==> config.mk <==
export PLATFORM = sky130hd
export DESIGN_NAME = fasta_record_parser
export DESIGN_NICKNAME = d
export VERILOG_FILES = /design/src/rtl/frp_pkg.sv /design/src/rtl/frp_front.sv /design/src/rtl/frp_queue.sv /design/src/rtl/frp_back.sv /design/src/rtl/fasta_record_parser.sv
export VERILOG_INCLUDE_DIRS = /design/src /design/src/rtl
export SDC_FILE = /design/constraint.sdc
export NUM_CORES = 1
export LEC_CHECK = 0
export BUFFER_PORTS_ARGS = -buffer_cell sky130_fd_sc_hd__clkbuf_2
export CAP_MARGIN = 40
export CORE_MARGIN = 5
export CORE_UTILIZATION = 50
export CTS_CLUSTER_DIAMETER = 40
export DETAILED_ROUTE_END_ITERATION = 16
export GPL_TIMING_DRIVEN = 0
export PLACE_DENSITY = 0.68
export SLEW_MARGIN = 20
export SYNTH_ARGS = -nofsm -noshare
export SYNTH_HDL_FRONTEND = slang
export SYNTH_SLANG_ARGS = --single-unit
export TNS_END_PERCENT = 10
==> constraint.sdc <==
create_clock -name clk -period 8.4 [get_ports clk]
set_clock_uncertainty 0.05 [all_clocks]
set_input_delay 0.84 -clock clk [delete_from_list [all_inputs] [get_ports clk]]
set_output_delay 0.84 -clock clk [all_outputs]
set_load 0.02 [all_outputs]
==> src/rtl/fasta_record_parser_defines.svh <==
// assertion macros for the fasta record parser
`ifndef FASTA_RECORD_PARSER_DEFINES_SVH
`define FASTA_RECORD_PARSER_DEFINES_SVH
`ifndef ASSERT_OFF
`define FRP_ASSERT(label, clk, rst_n, prop, msg) \
	label: assert property (@(posedge clk) disable iff (!rst_n) prop) else $error(msg);
`define FRP_ASSERT_IMPL(label, clk, rst_n, ante, cons, msg) \
	label: assert property (@(posedge clk) disable iff (!rst_n) (ante) |-> (cons)) else $error(msg);
`else
`define FRP_ASSERT(label, clk, rst_n, prop, msg)
`define FRP_ASSERT_IMPL(label, clk, rst_n, ante, cons, msg)
`endif
`endif

==> src/rtl/frp_pkg.sv <==
`default_nettype none
package frp_pkg;

	localparam int DEF_LENGTH_BITS = 32;
	localparam int DEF_ID_BITS     = 32;
	localparam int DEF_QUEUE_DEPTH = 4;

	localparam int MIN_LEN_W   = 10;
	localparam int CFG_DATA_W  = 32;
	localparam int CFG_INDEX_W = 1;

	localparam logic [CFG_INDEX_W-1:0] REG_MIN_LENGTH = 1'b0;
	localparam logic [CFG_INDEX_W-1:0] REG_FIRST_ID   = 1'b1;

	localparam logic [7:0] CHAR_GT = 8'h3E;
	localparam logic [7:0] CHAR_NL = 8'h0A;
	localparam logic [7:0] CHAR_SP = 8'h20;

	typedef enum logic [1:0] {
		KIND_NAME    = 2'd0,
		KIND_COMMENT = 2'd1,
		KIND_SEQ     = 2'd2,
		KIND_END     = 2'd3
	} kind_t;

	// one accepted byte: an optional character result, then an optional record end
	typedef struct packed {
		logic       has_char;
		kind_t      char_kind;
		logic [7:0] char_value;
		logic       has_end;
		logic       too_short;
		logic       had_header;
	} entry_t;

	localparam int ENTRY_W = $bits(entry_t);

endpackage
`default_nettype wire

==> src/rtl/frp_front.sv <==
`default_nettype none
module frp_front import frp_pkg::*; #(
	parameter int LENGTH_BITS = DEF_LENGTH_BITS,
	parameter int ID_BITS     = DEF_ID_BITS
) (
	input  wire logic                   clk,
	input  wire logic                   arst_n,
	input  wire logic [7:0]             byte_value,
	input  wire logic                   end_of_chunk,
	input  wire logic                   take,
	input  wire logic                   cfg_valid,
	input  wire logic [CFG_INDEX_W-1:0] cfg_index,
	input  wire logic [CFG_DATA_W-1:0]  cfg_data,
	output logic                        push,
	output entry_t                      ent,
	output logic [ID_BITS-1:0]          ent_id,
	output logic [LENGTH_BITS-1:0]      ent_len
);

	localparam int CMP_W = (LENGTH_BITS > MIN_LEN_W) ? LENGTH_BITS : MIN_LEN_W;

	typedef enum logic [1:0] {
		PH_START   = 2'd0,
		PH_NAME    = 2'd1,
		PH_COMMENT = 2'd2,
		PH_SEQ     = 2'd3
	} phase_t;

	phase_t                 phase_q, phase_n;
	logic                   after_nl_q, after_nl_n;
	logic                   hdr_seen_q, hdr_seen_n;
	logic [ID_BITS-1:0]     id_q, id_n;
	logic [LENGTH_BITS-1:0] len_q, len_n;
	logic [MIN_LEN_W-1:0]   min_len_q;
	logic                   open_rec;
	logic                   seq_en;
	logic                   end_en;

	always_comb begin
		phase_n    = phase_q;
		after_nl_n = after_nl_q;
		hdr_seen_n = hdr_seen_q;
		id_n       = id_q;
		len_n      = len_q;
		open_rec   = 1'b1;
		seq_en     = 1'b0;
		end_en     = 1'b0;
		ent        = '0;
		ent_len    = '0;

		unique case (phase_q)
			PH_START: begin
				if (end_of_chunk) begin
					open_rec = 1'b0;
				end else begin
					len_n = '0;
					if (byte_value == CHAR_GT) begin
						hdr_seen_n = 1'b1;
						phase_n    = PH_NAME;
					end else begin
						hdr_seen_n = 1'b0;
						phase_n    = PH_SEQ;
						seq_en     = 1'b1;
					end
				end
			end
			PH_NAME, PH_COMMENT: begin
				if (byte_value == CHAR_NL) begin
					phase_n    = PH_SEQ;
					after_nl_n = 1'b1;
				end else if (phase_q == PH_NAME && byte_value == CHAR_SP) begin
					phase_n = PH_COMMENT;
				end else begin
					ent.has_char   = 1'b1;
					ent.char_kind  = (phase_q == PH_NAME) ? KIND_NAME : KIND_COMMENT;
					ent.char_value = byte_value;
				end
			end
			PH_SEQ: begin
				if (after_nl_q && byte_value == CHAR_GT) begin
					end_en = 1'b1;
					if (end_of_chunk) begin
						open_rec = 1'b0;
					end else begin
						hdr_seen_n = 1'b1;
						phase_n    = PH_NAME;
					end
				end else begin
					seq_en = 1'b1;
				end
			end
			default: begin
				phase_n = PH_START;
			end
		endcase

		// sequence byte, newlines dropped, saturating count
		if (seq_en) begin
			if (byte_value == CHAR_NL) begin
				after_nl_n = 1'b1;
			end else begin
				after_nl_n = 1'b0;
				if (len_n != '1) begin
					len_n = len_n + 1'b1;
				end
				ent.has_char   = 1'b1;
				ent.char_kind  = KIND_SEQ;
				ent.char_value = byte_value;
			end
		end

		if (end_of_chunk && open_rec) begin
			end_en = 1'b1;
		end

		if (end_en) begin
			ent.has_end    = 1'b1;
			ent.too_short  = CMP_W'(len_n) < CMP_W'(min_len_q);
			ent.had_header = hdr_seen_q;
			ent_len        = len_n;
			id_n           = id_q + 1'b1;
			len_n          = '0;
		end

		if (end_of_chunk) begin
			phase_n    = PH_START;
			after_nl_n = 1'b1;
			hdr_seen_n = 1'b0;
			len_n      = '0;
		end
	end

	assign push   = take && (ent.has_char || ent.has_end);
	assign ent_id = id_q;

	always_ff @(posedge clk or negedge arst_n) begin
		if (!arst_n) begin
			phase_q    <= PH_START;
			after_nl_q <= 1'b1;
			hdr_seen_q <= 1'b0;
			id_q       <= '0;
			len_q      <= '0;
			min_len_q  <= '0;
		end else begin
			if (take) begin
				phase_q    <= phase_n;
				after_nl_q <= after_nl_n;
				hdr_seen_q <= hdr_seen_n;
				id_q       <= id_n;
				len_q      <= len_n;
			end
			if (cfg_valid) begin
				unique case (cfg_index)
					REG_MIN_LENGTH: min_len_q <= cfg_data[MIN_LEN_W-1:0];
					REG_FIRST_ID:   id_q      <= ID_BITS'(cfg_data);
					default:        min_len_q <= min_len_q;
				endcase
			end
		end
	end

endmodule
`default_nettype wire

==> src/rtl/frp_queue.sv <==
`default_nettype none
module frp_queue import frp_pkg::*; #(
	parameter int WIDTH = ENTRY_W,
	parameter int DEPTH = DEF_QUEUE_DEPTH
) (
	input  wire logic             clk,
	input  wire logic             arst_n,
	input  wire logic             push,
	input  wire logic [WIDTH-1:0] push_data,
	input  wire logic             pop,
	output logic [WIDTH-1:0]      head_data,
	output logic                  full,
	output logic                  empty
);

	localparam int PTR_W = (DEPTH > 1) ? $clog2(DEPTH) : 1;
	localparam int CNT_W = $clog2(DEPTH + 1);

	logic [WIDTH-1:0] mem_q [DEPTH];
	logic [PTR_W-1:0] wr_ptr_q;
	logic [PTR_W-1:0] rd_ptr_q;
	logic [CNT_W-1:0] count_q;

	assign full      = (count_q == CNT_W'(DEPTH));
	assign empty     = (count_q == '0);
	assign head_data = mem_q[rd_ptr_q];

	always_ff @(posedge clk) begin
		if (push) begin
			mem_q[wr_ptr_q] <= push_data;
		end
	end

	always_ff @(posedge clk or negedge arst_n) begin
		if (!arst_n) begin
			wr_ptr_q <= '0;
			rd_ptr_q <= '0;
			count_q  <= '0;
		end else begin
			if (push) begin
				wr_ptr_q <= (wr_ptr_q == PTR_W'(DEPTH - 1)) ? '0 : wr_ptr_q + 1'b1;
			end
			if (pop) begin
				rd_ptr_q <= (rd_ptr_q == PTR_W'(DEPTH - 1)) ? '0 : rd_ptr_q + 1'b1;
			end
			if (push && !pop) begin
				count_q <= count_q + 1'b1;
			end else if (pop && !push) begin
				count_q <= count_q - 1'b1;
			end
		end
	end

endmodule
`default_nettype wire

==> src/rtl/frp_back.sv <==
`default_nettype none
module frp_back import frp_pkg::*; #(
	parameter int LENGTH_BITS = DEF_LENGTH_BITS,
	parameter int ID_BITS     = DEF_ID_BITS
) (
	input  wire logic                   clk,
	input  wire logic                   arst_n,
	input  wire logic                   q_empty,
	input  entry_t                      head_ent,
	input  wire logic [ID_BITS-1:0]     head_id,
	input  wire logic [LENGTH_BITS-1:0] head_len,
	output logic                        pop,
	input  wire logic                   result_stall,
	output logic                        result_valid,
	output kind_t                       kind,
	output logic [7:0]                  char_value,
	output logic [ID_BITS-1:0]          record_id,
	output logic [LENGTH_BITS-1:0]      seq_length,
	output logic                        too_short,
	output logic                        had_header,
	output logic                        run_last
);

	logic                   valid_q;
	logic                   sel_q;
	kind_t                  kind_q;
	logic [7:0]             char_q;
	logic [ID_BITS-1:0]     id_q;
	logic [LENGTH_BITS-1:0] len_q;
	logic                   short_q;
	logic                   hdr_q;
	logic                   last_q;
	logic                   load;
	logic                   emit_char;

	assign load      = !valid_q || !result_stall;
	assign emit_char = !sel_q && head_ent.has_char;
	assign pop       = load && !q_empty && !(emit_char && head_ent.has_end);

	always_ff @(posedge clk or negedge arst_n) begin
		if (!arst_n) begin
			valid_q <= 1'b0;
			sel_q   <= 1'b0;
		end else if (load) begin
			valid_q <= !q_empty;
			if (!q_empty) begin
				sel_q <= emit_char && head_ent.has_end;
			end
		end
	end

	always_ff @(posedge clk) begin
		if (load && !q_empty) begin
			id_q <= head_id;
			if (emit_char) begin
				kind_q  <= head_ent.char_kind;
				char_q  <= head_ent.char_value;
				len_q   <= '0;
				short_q <= 1'b0;
				hdr_q   <= 1'b0;
				last_q  <= !head_ent.has_end;
			end else begin
				kind_q  <= KIND_END;
				char_q  <= '0;
				len_q   <= head_len;
				short_q <= head_ent.too_short;
				hdr_q   <= head_ent.had_header;
				last_q  <= 1'b1;
			end
		end
	end

	assign result_valid = valid_q;
	assign kind         = kind_q;
	assign char_value   = char_q;
	assign record_id    = id_q;
	assign seq_length   = len_q;
	assign too_short    = short_q;
	assign had_header   = hdr_q;
	assign run_last     = last_q;

endmodule
`default_nettype wire

==> src/rtl/fasta_record_parser.sv <==
// fasta record parser: one byte transfer per cycle unless byte_stall (queue full) holds it, up to two results per byte
// a result passes through the queue and then the output register after its byte transfer
// throughput: one byte and one result per cycle while neither side stalls; a byte with two
// results occupies the single output register for both of them, the queue absorbs it
// reset: asynchronous active-low arst_n clears parse state, queue and output
// valid; min_length and the record id counter reset to zero
`default_nettype none
`include "fasta_record_parser_defines.svh"
module fasta_record_parser import frp_pkg::*; #(
	parameter int LENGTH_BITS = DEF_LENGTH_BITS,
	parameter int ID_BITS     = DEF_ID_BITS,
	parameter int QUEUE_DEPTH = DEF_QUEUE_DEPTH
) (
	input  wire logic                   clk,
	input  wire logic                   arst_n,
	input  wire logic                   byte_valid,
	output logic                        byte_stall,
	input  wire logic [7:0]             byte_value,
	input  wire logic                   end_of_chunk,
	output logic                        result_valid,
	input  wire logic                   result_stall,
	output logic [1:0]                  kind,
	output logic [7:0]                  char_value,
	output logic [ID_BITS-1:0]          record_id,
	output logic [LENGTH_BITS-1:0]      seq_length,
	output logic                        too_short,
	output logic                        had_header,
	output logic                        run_last,
	input  wire logic                   cfg_valid,
	output logic                        cfg_ready,
	input  wire logic [CFG_INDEX_W-1:0] cfg_index,
	input  wire logic [CFG_DATA_W-1:0]  cfg_data
);

	localparam int Q_W = ID_BITS + LENGTH_BITS + ENTRY_W;

	logic                   take;
	logic                   push;
	entry_t                 f_ent;
	logic [ID_BITS-1:0]     f_id;
	logic [LENGTH_BITS-1:0] f_len;
	logic [Q_W-1:0]         q_head;
	logic                   q_full;
	logic                   q_empty;
	logic                   pop;
	entry_t                 h_ent;
	logic [ID_BITS-1:0]     h_id;
	logic [LENGTH_BITS-1:0] h_len;
	kind_t                  b_kind;

	assign cfg_ready  = 1'b1;
	assign byte_stall = q_full;
	assign take       = byte_valid && !byte_stall;

	frp_front #(
		.LENGTH_BITS(LENGTH_BITS),
		.ID_BITS    (ID_BITS)
	) u_front (
		.clk         (clk),
		.arst_n      (arst_n),
		.byte_value  (byte_value),
		.end_of_chunk(end_of_chunk),
		.take        (take),
		.cfg_valid   (cfg_valid && cfg_ready),
		.cfg_index   (cfg_index),
		.cfg_data    (cfg_data),
		.push        (push),
		.ent         (f_ent),
		.ent_id      (f_id),
		.ent_len     (f_len)
	);

	frp_queue #(
		.WIDTH(Q_W),
		.DEPTH(QUEUE_DEPTH)
	) u_queue (
		.clk      (clk),
		.arst_n   (arst_n),
		.push     (push),
		.push_data({f_id, f_len, f_ent}),
		.pop      (pop),
		.head_data(q_head),
		.full     (q_full),
		.empty    (q_empty)
	);

	assign h_id  = q_head[Q_W-1 -: ID_BITS];
	assign h_len = q_head[ENTRY_W +: LENGTH_BITS];
	assign h_ent = entry_t'(q_head[ENTRY_W-1:0]);

	frp_back #(
		.LENGTH_BITS(LENGTH_BITS),
		.ID_BITS    (ID_BITS)
	) u_back (
		.clk         (clk),
		.arst_n      (arst_n),
		.q_empty     (q_empty),
		.head_ent    (h_ent),
		.head_id     (h_id),
		.head_len    (h_len),
		.pop         (pop),
		.result_stall(result_stall),
		.result_valid(result_valid),
		.kind        (b_kind),
		.char_value  (char_value),
		.record_id   (record_id),
		.seq_length  (seq_length),
		.too_short   (too_short),
		.had_header  (had_header),
		.run_last    (run_last)
	);

	assign kind = b_kind;

	`FRP_ASSERT_IMPL(a_end_is_last, clk, arst_n, result_valid && b_kind == KIND_END, run_last, "record end not last result of its byte")
	`FRP_ASSERT_IMPL(a_char_fields_zero, clk, arst_n, result_valid && b_kind != KIND_END, seq_length == '0 && !too_short && !had_header, "character result carries record-end fields")
	`FRP_ASSERT_IMPL(a_empty_not_stalled, clk, arst_n, q_empty, !byte_stall, "input stalled with empty queue")
	`FRP_ASSERT(a_pop_needs_entry, clk, arst_n, pop |-> !q_empty, "queue popped while empty")

endmodule
`default_nettype wire

Yosys cells after proc, flatten, opt, wreduce, memory -nomap -nowiden. Memory sizes are Yosys's and may differ from the RTL's. Cells that the tools add are included.

Flip-flop bits (word level): 164. Bits in writable memories: 312. Input port bits: 47. Output and inout bits: 80. Memories: 1.

Memories: u_queue.mem_q (depth 4, bits a word 78, read ports 1, clocked after Yosys merged registers in 0, wr ports 1, RTL line frp_queue.sv:19) `logic [WIDTH-1:0] mem_q [DEPTH];`.

Add/subtract/negate cells: 6. $lt $le $gt $ge: 1. Equal/unequal tests: 12. Mux-type cells: 50. Bitwise operators: 2. Reduce and logical (&&, ||, !) cells: 34.

Operators by type and width (count): 2-to-1 mux 32 bit (12); adder 32 x 1 -> 32 bit (second input constant) (2); 2-to-1 mux 11 bit (5); < comparator 32 x 10 -> 1 bit (1); != test 32 bit (second input constant) (1); 2-to-1 mux 1 bit (19); equality test 8 x 6 -> 1 bit (second input constant) (2); 2-to-1 mux 2 bit (7); logical AND 1 bit (11); zero test 1 bit (9); 2-to-1 mux 3 bit (3); AND reduction 3 bit (3); nonzero test 3 bit (3); equality test 2 bit (second input constant) (4); equality test 8 x 4 -> 1 bit (second input constant) (1); one-hot mux 1 bit (2 select lines) (3); one-hot mux 2 bit (3 select lines) (1); adder 2 x 1 -> 2 bit (second input constant) (2); != test 4 x 2 -> 1 bit (second input constant) (1); AND reduction 2 bit (2); adder 3 x 1 -> 3 bit (second input constant) (1); equality test 3 bit (second input constant) (1); zero test 3 bit (1); != test 3 x 2 -> 1 bit (second input constant) (1); other kinds (7) (9).

Longest topological paths before layout.
Word-level depth: 14. Depth in mapped cells: 26. Depth with buffers taken out: 22.

By module. A second synthesis with hierarchy kept.

Cells, all modules: 1233. Area total of the unflattened synthesis: 19819.0 sq um.

Modules (own cells, without submodules): frp_queue (times used 1, cells an instance 445, area an instance 11756.3 sq um, sequential area each 9544.2 sq um); frp_front (times used 1, cells an instance 650, area an instance 5321.4 sq um, sequential area each 1953.1 sq um); frp_back (times used 1, cells an instance 135, area an instance 2716.4 sq um, sequential area each 2362.3 sq um); fasta_record_parser (times used 1, cells an instance 3, area an instance 25.0 sq um, sequential area each 0.0 sq um).

Worst setup path after synthesis. Ideal clock, no wire load.

Path kind: input-to-reg. Start: input port result_stall. End: register u_queue.count_q[1]. Setup time: 125 ps. Arrival time: 6315 ps. Slack: 1910 ps. Stages on the path: 6. Buffers on the path: 0. Path through: a21oi_1 nand2_1 ha_1 inv_1 fa_1 mux2_2.

Longest elaborated chain between the ends: 7. Elaborated cells on any way between the ends: 9. Classes of those cells: mux (1); reduce/logical (8).

RTL lines: start, declared (RTL line fasta_record_parser.sv:21) `input wire logic result_stall,`; zero test 1 bit (*) (RTL line frp_back.sv:36) `assign load = !valid_q || !result_stall;`; logical OR 1 bit (*) (RTL line frp_back.sv:36); logical AND 1 bit (*) (2 in series) (RTL line frp_back.sv:38) `assign pop = load && !q_empty && !(emit_char && head_ent.has_end);`; zero test 1 bit (RTL line frp_queue.sv:46) `if (push && !pop) begin`; logical AND 1 bit (RTL line frp_queue.sv:46); 2-to-1 mux 3 bit or nonzero test 2 bit (tied branches); end signal, assigned (RTL line frp_queue.sv:47) `count_q <= count_q + 1'b1;`; end signal, assigned (RTL line frp_queue.sv:49) `count_q <= count_q - 1'b1;`; end, declared (RTL line frp_queue.sv:22) `logic [CNT_W-1:0] count_q;`.

Mark *: on every way between the ends. The rest lies on a longest branch, timed or not. A chain may end at the register's enable or synchronous reset.

==> flow_metrics.tcl <==
set metrics [dict create \
    status "completed" \
    netSwitchingFraction_pct 31.02 \
    antenna_found_initial 3 \
    seqPwrFrac_pct 42.3 \
    instances_no_fill 2007 \
    grt_pass1_vias 11503 \
    die_w_um 208.9 \
    cp.arrival_ps 7750 \
    coreArea_mm2 0.03892 \
    r2r-end "u_queue.mem_q[1][1]" \
    num_rows 72 \
    cap_viol_max_count 0 \
    hold_viol 0 \
    yosysTopAreaCellShare_pct 59.05 \
    path_max_fanout 10 \
    nNetsFinal 1513 \
    dp_cells 1905 \
    powerDensity_mw_per_mm2 357.6 \
    slew_viol_final 0 \
    syn_inst 1246 \
    num_vias 11308 \
    clk_pin_slew_ps 60 \
    critPathTopFamily "compound AO/OA/AOI/OAI gates" \
    post_drt_wl_per_cell_um 21.75 \
    synthTopCellsByArea "edfxtp_1, dfrtp_1, mux4_2, nand2_1, nor2b_1" \
    worstSetupPathType "register to register" \
    grt_pass1_wl_mm 68.43 \
    drt.antenna.violating_nets 0 \
    grt_usage_pct 20.24 \
    cts_sinks 476 \
    synth_edf_count 389 \
    grt_max_degree 75 \
    switchingPower_w 0.002585 \
    fmax_mhz 134.1 \
    gp_congestion 0.9138 \
    syn_to_final_growth_pct 17.78 \
    routed_wirelength_mm 43.64 \
    cts_resized 0 \
    fillers 3040 \
    yosys.area.top_type "edfxtp_1" \
    setup_viol 0 \
    cp.required_ps 8690 \
    p_leak_nw 8.395 \
    cts_tree "yes" \
    rr_worst_depth 25 \
    worst_pin_slew_ps 807.8 \
    drc 0 \
    drive_gt1_share_pct 24.18 \
    rrSetupSlack_ps 940 \
    dieArea_mm2 0.04364 \
    postSynthAreaPerCell_um2 15.87 \
    min_path_type "input port to async pin" \
    hold_slack_ps 56.32 \
    numCtsBuffers 55 \
    clk_latency_ps 590 \
    synth_area_mm2 0.01978 \
    die_y_um 208.9 \
    critPathMaxStageDelay_ps 740 \
    numPortBuffers 125 \
    power.internal_w 0.005748 \
    slowest_stage "o311ai_0" \
    synth_warnings 0 \
    yosysUniqueCellTypes 72 \
    maxSlewHeadroom_pct 45.46 \
    clkPwrFrac_pct 29.4 \
    clockBufferDepth 3 \
    antenna_cells 0 \
    fin_crit_ps 7459 \
    hpwl_mm 29.42 \
    grt_overflow 0 \
    cp-end-kind "register" \
    async_reset_ff_share_pct 18.28 \
    htree_num_levels 2 \
    initial_utilization_pct 50.83 \
    crit_buf_inv 7 \
    postCtsHoldBufs 0 \
    root_buffer "clkbuf_16" \
    boundaryPins 127 \
    rsz0062_at_grt "no" \
    synth-seq-cells 476 \
    firstDrtPassIters 5 \
    vdd_drop_max_mv 0.2020 \
    start_kind "register" \
    min_period_over_period_pct 88.80 \
    post-cts-setup-buffers 0 \
    drtIter0Drc 754 \
    r2r-start "u_front.phase_q[0]" \
    syn_nets 1314 \
    ys.flop_type "edfxtp_1" \
    comb_power_share_pct 28.3 \
    yosysSeqAreaShare_pct 70.07 \
    vias_per_cell 5.634 \
]
-- cells in the mapped netlist, drive strengths merged, types with 7 or more instances --
master,number
mux4,78
and2,22
nor3,24
xnor2,24
nand2,113
nor2b,45
nor4,12
nand2b,10
nor2,61
edfxtp,389
a21oi,25
and3,21
o21ai,67
mux2,12
inv,31
dfrtp,86
buf,14
ha,20
nand4,21
nand3,26
clkbuf,39
xor2,31
a22o,7
-- cell type report --
class / count / area [um^2] / share of cell area (%)
multi-input cells: 686 / 5602 / 24.04
clock buffers: 68 / 1475 / 6.332
flip-flops and latches: 476 / 13860 / 59.49
clock inverters: 33 / 415.4 / 1.783
repair buffers: 142 / 957.2 / 4.108
plain buffers: 53 / 224.0 / 0.9613
inverters: 31 / 116.4 / 0.4995
well taps: 518 / 648.1 / 2.782
-- metal layers --
metal	global-route usage (%)	share of wire, %	routed length, um
met2	31.72	48	20870
met1	29.61	45	19530
met5	0	0.048	21
met4	4.793	2.0	892
met3	4.319	5.3	2323
-- cell usage in the layout, fill, tap and decap left out, types with 31 or more instances in the layout --
cell,count
clkbuf_2,124
nor2b_1,44
nor2_1,61
clkbuf_16,55
nand2_1,113
edfxtp_1,389
dfrtp_1,86
mux4_2,78
o21ai_0,50
clkbuf_1,47
xor2_1,31
-- registers in the layout (all words and copies together), names as in the netlist --
name	cells
u_front.min_len_q	10
u_front.len_q	32
u_queue.wr_ptr_q	2
u_back.seq_length	32
u_front.hdr_seen_q	1
u_front.phase_q	2
u_front.after_nl_q	1
u_queue.mem_q	312
u_back.sel_q	1
u_back.run_last	1
u_front.ent_id	32
u_back.had_header	1
u_back.record_id	32
u_queue.count_q	3
u_back.char_value	8
u_back.too_short	1
u_back.result_valid	1
u_back.kind	2
u_queue.rd_ptr_q	2
-- cell families after synthesis --
family          Yosys count  share of synthesized area, %
buf+inv                  84                         1.721
compound gates          143                         4.554
other cells               1                       0.01896
simple gates            373                         10.12
flops                   476                         70.07
xor+xnor                 55                         2.435
mux                      93                         9.716
fa+ha+maj                21                         1.366
-- metrics by stage --
step | setup WS, ps | utilization (%) | setup TNS (ps) | cell area [um^2] | power [W]
6_report | 941.2 | 59.86 | 0 | 23300 | 0.008332
5_1_grt | 388.7 | 59.86 | 0 | 23300 | 0.008760
4_1_cts | 1116 | 59.83 | 0 | 23290 | 0.008441
3_5_place_dp | 666.6 | 54.98 | 0 | 21400 | 0.005967
3_3_place_gp | -2350 | 54.10 | -9497 | 21050 | 0.005874
2_1_floorplan | 1910 | - | 0 | 19780 | 0.005093
-- power by group through the flow --
stage	logic [W]	registers, W	clock network (W)
after global placement	0.00224	0.00363	0
after CTS	0.00241	0.00353	0.00250
after floorplan	0.00127	0.00382	0
after global routing	0.00257	0.00358	0.00261
final	0.00236	0.00353	0.00245
after detailed placement	0.00239	0.00358	0
-- worst register-to-register path: cells and delay by family (launching register included) --
| kind | cells | cell delay (ps) |
|---|---|---|
| buffers and inverters | 7 | 1780 |
| AND/OR/NAND/NOR | 9 | 1900 |
| flip-flops | 1 | 390 |
| AO/OA/AOI/OAI | 5 | 1920 |
| adder cells (fa/ha/maj) | 3 | 770 |
| XOR/XNOR | 1 | 400 |
-- worst max-delay path by stage --
| stage | startpoint | endpoint | slack [ps] | cells after the start |
|---|---|---|---|---|
| 2_1_floorplan | result_stall | u_queue.count_q[1] | 1910 | 6 |
| 3_3_place_gp | result_stall | u_queue.count_q[1] | -2350 | 7 |
| 3_5_place_dp | end_of_chunk | u_queue.mem_q[0][1] | 670 | 24 |
| 4_1_cts | u_front.phase_q[0] | u_queue.mem_q[1][1] | 1120 | 25 |
| 5_1_grt | u_front.phase_q[0] | u_queue.mem_q[1][1] | 390 | 25 |
| 6_report | u_front.phase_q[0] | u_queue.mem_q[1][1] | 940 | 25 |
Note: power is estimated with default switching activity, not from simulation.
